<file path="src/hdl/brms_pkg.sv">
`timescale 1ns / 1ps

package brms_pkg;

	localparam int MAX_BLOCK_SAMPLES = 4096;
	localparam int TOTAL_W = $clog2(MAX_BLOCK_SAMPLES + 1);
	// Sum of squares: each square is at most 2**30.
	localparam int SUM_W = 31 + $clog2(MAX_BLOCK_SAMPLES) + 1;
	localparam int EXP_W = $clog2(SUM_W);
	localparam int LOG_W = EXP_W + 16;
	localparam int T_W = LOG_W + 2;
	localparam int NEGT_W = LOG_W + 1;
	localparam int SCALE_W = 27 + NEGT_W;

	localparam logic [14:0] VOL_MAX = 15'd25600;
	localparam logic [31:0] DB_SLOPE_Q16 = 32'd84174088;
	localparam logic [T_W-1:0] LOG2_FULL_SCALE_SQ = T_W'(30 * 65536);
	localparam logic [15:0] OFFSET_MID = 16'h8000;

	typedef enum logic [2:0] {
		ST_IDLE,
		ST_SQUARE,
		ST_NORM,
		ST_FRAC,
		ST_DIFF,
		ST_SCALE,
		ST_ROUND,
		ST_EMIT
	} state_t;

endpackage

</file>
<file path="src/hdl/block_rms_level_meter.sv">
`timescale 1ns / 1ps

// Channel   Handshake          Payload
// s_*       s_tvalid/s_tready  s_tdata[15:0] sample_word, s_tlast last_of_block
// m_*       m_tvalid/m_tready  m_tdata[14:0] volume_level, bit 15 zero
// cfg_*     cfg_wr_en          cfg_wr_data sample_mode
//
// Each sample is captured, then squared and accumulated on the shared multiplier.
// A last sample is normalised and its log fraction found for the sum and then the count,
// then the difference, dB scaling and rounding (below full scale) lead to the emit state.
// The 44-bit shift runs one bit a cycle; each of 16 fraction bits takes a multiplier pass.
// Reset clears the accumulators and the mode; the result register frees s_tready while a
// volume beat waits, and only the next result waits on m_tready.

module block_rms_level_meter (
	input  logic        clk,
	input  logic        arst_n,
	input  logic        cfg_wr_en,
	input  logic        cfg_wr_data,  // sample_mode
	input  logic        s_tvalid,
	output logic        s_tready,
	input  logic [15:0] s_tdata,      // [15:0] sample_word
	input  logic        s_tlast,      // last_of_block
	output logic        m_tvalid,
	input  logic        m_tready,
	output logic [15:0] m_tdata       // [14:0] volume_level, [15] zero
);

	localparam int SW = brms_pkg::SUM_W;

	brms_pkg::state_t state_q, state_next;

	logic                            mode_q;
	logic [SW-1:0]                   sum_q;
	logic [brms_pkg::TOTAL_W-1:0]    total_q;
	logic                            out_valid_q;
	logic [14:0]                     out_data_q;

	logic [15:0]                     mag_q;
	logic                            last_q;
	logic [SW-1:0]                   norm_q;
	logic [brms_pkg::EXP_W-1:0]      exp_q;
	logic [31:0]                     m_q;
	logic [14:0]                     frac_q;
	logic [3:0]                      iter_q;
	logic                            sel_n_q;
	logic [brms_pkg::LOG_W-1:0]      log_s_q;
	logic [brms_pkg::LOG_W-1:0]      log_n_q;
	logic [brms_pkg::NEGT_W-1:0]     negt_q;
	logic [brms_pkg::SCALE_W-1:0]    prod_q;
	logic [14:0]                     vol_q;

	logic [15:0]                     mag;
	logic                            block_full;
	logic                            in_beat;
	logic [31:0]                     mul_a, mul_b;
	logic [63:0]                     prod;
	logic [SW-1:0]                   sum_next;
	logic [32:0]                     sq_shift;
	logic                            frac_bit;
	logic [31:0]                     m_next;
	logic [brms_pkg::LOG_W-1:0]      log_cur;
	logic [brms_pkg::T_W-1:0]        t_val;
	logic [brms_pkg::T_W-1:0]        t_mag;
	logic [brms_pkg::SCALE_W:0]      round_sum;
	logic [brms_pkg::SCALE_W-32:0]   dec;
	logic                            emit_go;

	assign block_full = (total_q == brms_pkg::TOTAL_W'(brms_pkg::MAX_BLOCK_SAMPLES));

	brms_mag u_mag (
		.sample_mode (mode_q),
		.block_full  (block_full),
		.sample_word (s_tdata),
		.mag         (mag)
	);

	assign in_beat = s_tvalid && s_tready;

	// The one multiplier serves squaring, the log iterations and the dB scaling.
	assign prod     = mul_a * mul_b;
	assign sum_next = sum_q + SW'(prod[30:0]);
	assign sq_shift = prod[63:31];
	assign frac_bit = sq_shift[32];
	assign m_next   = frac_bit ? sq_shift[32:1] : sq_shift[31:0];
	assign log_cur  = {exp_q, frac_q, frac_bit};

	assign t_val = {2'b00, log_s_q} - {2'b00, log_n_q} - brms_pkg::LOG2_FULL_SCALE_SQ;
	assign t_mag = -t_val;

	assign round_sum = {1'b0, prod_q} + (brms_pkg::SCALE_W + 1)'(64'h8000_0000);
	assign dec       = round_sum[brms_pkg::SCALE_W:32];

	assign emit_go = !out_valid_q || m_tready;

	always_comb begin
		state_next = state_q;
		case (state_q)
			brms_pkg::ST_IDLE: begin
				if (s_tvalid) state_next = brms_pkg::ST_SQUARE;
			end
			brms_pkg::ST_SQUARE: begin
				if (!last_q) begin
					state_next = brms_pkg::ST_IDLE;
				end else if (sum_next == '0 || total_q == '0) begin
					state_next = brms_pkg::ST_EMIT;
				end else begin
					state_next = brms_pkg::ST_NORM;
				end
			end
			brms_pkg::ST_NORM: begin
				if (norm_q[SW-1]) state_next = brms_pkg::ST_FRAC;
			end
			brms_pkg::ST_FRAC: begin
				if (iter_q == 4'd15) begin
					state_next = sel_n_q ? brms_pkg::ST_DIFF : brms_pkg::ST_NORM;
				end
			end
			brms_pkg::ST_DIFF: begin
				state_next = t_val[brms_pkg::T_W-1] ? brms_pkg::ST_SCALE : brms_pkg::ST_EMIT;
			end
			brms_pkg::ST_SCALE: state_next = brms_pkg::ST_ROUND;
			brms_pkg::ST_ROUND: state_next = brms_pkg::ST_EMIT;
			brms_pkg::ST_EMIT: begin
				if (emit_go) state_next = brms_pkg::ST_IDLE;
			end
			default: state_next = brms_pkg::ST_IDLE;
		endcase
	end

	always_comb begin
		s_tready = 1'b0;
		mul_a    = '0;
		mul_b    = '0;
		case (state_q)
			brms_pkg::ST_IDLE: s_tready = 1'b1;
			brms_pkg::ST_SQUARE: begin
				mul_a = {16'd0, mag_q};
				mul_b = {16'd0, mag_q};
			end
			brms_pkg::ST_FRAC: begin
				mul_a = m_q;
				mul_b = m_q;
			end
			brms_pkg::ST_SCALE: begin
				mul_a = brms_pkg::DB_SLOPE_Q16;
				mul_b = 32'(negt_q);
			end
			default: begin
				s_tready = 1'b0;
			end
		endcase
	end

	always_ff @(posedge clk or negedge arst_n) begin
		if (!arst_n) begin
			state_q     <= brms_pkg::ST_IDLE;
			mode_q      <= 1'b0;
			sum_q       <= '0;
			total_q     <= '0;
			out_valid_q <= 1'b0;
		end else begin
			state_q <= state_next;
			if (cfg_wr_en) mode_q <= cfg_wr_data;
			if (in_beat && !block_full) total_q <= total_q + 1'b1;
			if (state_q == brms_pkg::ST_SQUARE) sum_q <= sum_next;
			if (state_q == brms_pkg::ST_EMIT && emit_go) begin
				sum_q       <= '0;
				total_q     <= '0;
				out_valid_q <= 1'b1;
			end else if (m_tready) begin
				out_valid_q <= 1'b0;
			end
		end
	end

	always_ff @(posedge clk) begin
		if (in_beat) begin
			mag_q  <= mag;
			last_q <= s_tlast;
		end
		case (state_q)
			brms_pkg::ST_SQUARE: begin
				vol_q   <= '0;
				norm_q  <= sum_next;
				exp_q   <= brms_pkg::EXP_W'(SW - 1);
				sel_n_q <= 1'b0;
			end
			brms_pkg::ST_NORM: begin
				iter_q <= '0;
				frac_q <= '0;
				m_q    <= norm_q[SW-1 -: 32];
				if (!norm_q[SW-1]) begin
					norm_q <= {norm_q[SW-2:0], 1'b0};
					exp_q  <= exp_q - 1'b1;
				end
			end
			brms_pkg::ST_FRAC: begin
				m_q    <= m_next;
				frac_q <= {frac_q[13:0], frac_bit};
				iter_q <= iter_q + 1'b1;
				if (iter_q == 4'd15) begin
					if (sel_n_q) begin
						log_n_q <= log_cur;
					end else begin
						log_s_q <= log_cur;
						norm_q  <= SW'(total_q);
						exp_q   <= brms_pkg::EXP_W'(SW - 1);
						sel_n_q <= 1'b1;
					end
				end
			end
			brms_pkg::ST_DIFF: begin
				vol_q  <= brms_pkg::VOL_MAX;
				negt_q <= t_mag[brms_pkg::NEGT_W-1:0];
			end
			brms_pkg::ST_SCALE: prod_q <= prod[brms_pkg::SCALE_W-1:0];
			brms_pkg::ST_ROUND: begin
				if (dec >= (brms_pkg::SCALE_W - 31)'(brms_pkg::VOL_MAX)) begin
					vol_q <= '0;
				end else begin
					vol_q <= brms_pkg::VOL_MAX - dec[14:0];
				end
			end
			brms_pkg::ST_EMIT: begin
				if (emit_go) out_data_q <= vol_q;
			end
			default: begin
				iter_q <= iter_q;
			end
		endcase
	end

	assign m_tvalid = out_valid_q;
	assign m_tdata  = {1'b0, out_data_q};

endmodule

</file>
<file path="src/hdl/brms_mag.sv">
`timescale 1ns / 1ps

module brms_mag (
	input  logic        sample_mode,
	input  logic        block_full,
	input  logic [15:0] sample_word,
	output logic [15:0] mag
);

	logic [15:0] raw_mag;

	always_comb begin
		if (sample_mode) begin
			if (sample_word >= brms_pkg::OFFSET_MID) begin
				raw_mag = sample_word - brms_pkg::OFFSET_MID;
			end else begin
				raw_mag = brms_pkg::OFFSET_MID - sample_word;
			end
		end else begin
			if (sample_word[15]) begin
				// The most negative word gives 32768, which still fits.
				raw_mag = 16'(17'h10000 - {1'b0, sample_word});
			end else begin
				raw_mag = sample_word;
			end
		end
	end

	// A sample past the block limit contributes nothing.
	assign mag = block_full ? 16'd0 : raw_mag;

endmodule

</file>
<file path="config.mk">
export PLATFORM = sky130hd
export DESIGN_NAME = block_rms_level_meter
export DESIGN_NICKNAME = d
export VERILOG_FILES = /design/src/hdl/brms_pkg.sv /design/src/hdl/block_rms_level_meter.sv /design/src/hdl/brms_mag.sv
export SDC_FILE = /design/constraint.sdc
export NUM_CORES = 2
export LEC_CHECK = 0
export BUFFER_PORTS_ARGS = -buffer_cell sky130_fd_sc_hd__buf_2
export CELL_PAD_IN_SITES_DETAIL_PLACEMENT = 1
export CELL_PAD_IN_SITES_GLOBAL_PLACEMENT = 1
export CORE_MARGIN = 5
export CORE_UTILIZATION = 47
export DETAILED_ROUTE_END_ITERATION = 16
export PLACE_DENSITY = 0.86
export SLEW_MARGIN = 20
export SYNTH_ARGS = -nofsm -noshare
export SYNTH_HDL_FRONTEND = slang
export SYNTH_HIERARCHICAL = 1
export SYNTH_SLANG_ARGS = --single-unit
</file>
<file path="constraint.sdc">
create_clock -name clk -period 10 [get_ports clk]
set_clock_uncertainty 0.05 [all_clocks]
set_input_delay 2 -clock clk [delete_from_list [all_inputs] [get_ports clk]]
set_output_delay 2 -clock clk [all_outputs]
set_load 0.005 [all_outputs]
</file>
==> impl_metrics.py <==
metrics = {
    "run_status": {
        "status": "finished with violations",
        "violations": "negative setup slack",
    },
    "layout": {
        "synthToLayoutAreaGrowth_pct": 19.2,
        "drive_gt1_share_pct": 18.7,
        "mostFrequentLayoutCell": "inv_1",
        "seqCellArea_um2": 8610,
        "final_cells": 7198,
        "mostFrequentLayoutCells": "inv_1, fa_1, nand2_1",
        "layout.nets": 7016,
        "multiInputGateArea_um2": 36900,
        "fillCellCount": 11600,
    },
    "place": {
        "hpwl_mm": 157,
        "portBuffers": 39,
        "placedCellCount": 7017,
        "place.gp.congestion": 1.03,
    },
    "global_route": {
        "first_global_vias": 50700,
        "overflow": 0,
        "grt_pass1_wl_mm": 312,
        "track_usage_pct": 37.5,
        "grt_max_degree": 81,
        "antenna_found_initial": 26,
    },
    "critical_path": {
        "cp.arrival_ns": 11.53,
        "crit_family": "adder cells",
        "critPathKind": "reg -> reg",
        "worstSetupEndpointType": "flip-flop",
        "slowest_stage": "o21ai_1",
        "reg2reg_slack_ns": -1.35,
        "cpPeakStageDelay_ns": 0.96,
        "path_max_fanout": 12,
        "cp_common_cell": "fa_1",
        "path_buf_inv": 15,
        "cp.required_ns": 10.18,
        "crit_path_start_kind": "flip-flop",
    },
    "route": {
        "drt_wl_total_mm": 246,
        "vias": 47600,
        "via_per_inst": 6.61,
        "drc": 0,
        "drt-initial-drc-count": 6187,
        "dr.pass1.iters": 8,
        "drtAntennaViolNets": 0,
        "wl_per_cell_um": 34.1,
    },
    "clock_tree": {
        "h-tree-depth": 2,
        "cts_tree": "done",
        "cts_sinks": 297,
        "cts_buffer_depth": 3,
        "cts-buffers-inserted": 35,
        "path_clk_slew_ns": 0.10,
        "clk_latency_ns": 0.59,
        "clock-root-buffer": "clkbuf_16",
        "ctsHoldBuffers": 0,
    },
    "timing": {
        "hold_viol_final": 0,
        "setup_violations": 92,
        "post-route-min-period_ns": 11.35,
        "slew_headroom_pct": 11.2,
        "setup_tns_ns": -62.22,
        "finalMaxSlewViolations": 0,
        "fmax_ghz": 0.0881,
        "post-route-period-util_pct": 113,
        "rsz0062_at_grt": "yes",
        "fin_ws_ns": -1.35,
        "worstMarginPinSlew_ns": 1.33,
    },
    "synth": {
        "syn_avg_cell_area_um2": 9.17,
        "syn_nets": 6549,
        "synth_seq_cells": 297,
        "synth_edf_count": 235,
        "async_flop_share_pct": 20.9,
        "yosysSeqAreaShare_pct": 17.7,
        "syn_area_um2": 48700,
        "yosysWarnings": 6,
        "synthCells": 5314,
        "synthFlopType": "edfxtp_1",
        "synth_cell_types": 100,
    },
    "floorplan": {
        "dieArea_um2": 110000,
        "die_h_um": 332,
        "io_pins": 41,
        "start_util_pct": 47.2,
        "core-area_um2": 103000,
        "num_rows": 118,
        "die_x_um": 332,
    },
    "job": {
        "drv_cap": 0,
    },
    "worst_hold_path": {
        "hp-class": "reg -> reg",
    },
}
==> registers in the layout (all words and copies together) (netlist names), 6 cells and up <==
| register | flops |
|---|---|
| total_q | 13 |
| frac_q | 15 |
| mag_q | 16 |
| negt_q | 23 |
| log_s_q | 22 |
| exp_q | 6 |
| log_n_q | 22 |
| sum_q | 44 |
| out_data_q | 15 |
| vol_q | 15 |
| norm_q | 44 |
| prod_q | 19 |
| m_q | 32 |
==> final cells by class <==
class / count / area share [%]
multi-input cells: 3685 / 63.6
repair buffers: 681 / 9.70
inverters: 1080 / 7.02
clock buffers: 53 / 1.73
clock inverters: 9 / 0.136
diodes: 12 / 0.0517
repair inverters: 1 / 0.0108
flip-flops and latches: 297 / 14.8
well taps: 1380 / 2.97
==> Yosys cell counts (all sizes together) (33+ instances only) <==
library cell	instances	area [um^2]
a21o	64	482
a21oi	152	787
and2	51	319
and3	60	375
clkbuf	220	826
dfrtp	62	1550
edfxtp	235	7060
fa	891	17800
ha	321	4020
inv	1075	4040
mux2i	33	330
nand2	807	3030
nand3	68	345
nor2	471	1780
nor3	39	195
o21ai	141	713
xnor2	121	1080
xor2	76	666
==> stage by stage <==
step | util, % | hold WS [ns] | worst slack [ns] | cell area, um^2
finish | 56.3 | 0.367 | -1.35 | 58100
global route | 56.2 | 0.380 | -1.33 | 58100
CTS | 54.6 | 0.371 | -0.0349 | 56300
detailed placement | 52.4 | 0.355 | -0.614 | 54100
global placement | 52.4 | 0.355 | -0.344 | 54100
floorplan | - | 0.350 | 0.000922 | 48900
==> metal layers <==
metal  global-route usage [%]  share of wire, %
met5                        0              0.17
met4                     29.6                13
met3                     10.6                14
met2                     60.8                43
met1                     41.6                30
==> path summary, 6_finish.rpt <==
kind	from	to	cells past startpoint
max	state_q[1]$_DFFE_PN0P_	m_q[4]$_DFFE_PN_	38
min	vol_q[8]$_DFFE_PP_	out_data_q[8]$_DFFE_PP_	0
max reg2reg	state_q[1]$_DFFE_PN0P_	m_q[4]$_DFFE_PN_	38
min reg2reg	vol_q[8]$_DFFE_PP_	out_data_q[8]$_DFFE_PP_	0
max in group asynchronous	arst_n	state_q[0]$_DFFE_PN0P_	2
min in group asynchronous	arst_n	total_q[10]$_DFFE_PN0P_	2
==> timing repair <==
action                                  4_1_cts  5_1_grt
endpoints found under the setup margin       78       77
setup buffers                                48       58
hold endpoints to repair                      0        0
resized for setup                           188      266
pin swaps                                    62      107
gates cloned                                  3        1
==> cell families after synthesis <==
group / share of synthesized area (%)
and+or+nand+nor: 14.3
muxes: 0.771
AOI/OAI and AO/OA: 8.44
xor gates and xnor gates: 3.58
buffers and inverters: 10.3
DFF: 17.7
adders and majority gates: 44.9
other: 0.00770
Power is left out: the tool's default activity adds up to more than one toggle a clock period on the data nets, which glitch-free logic cannot reach.
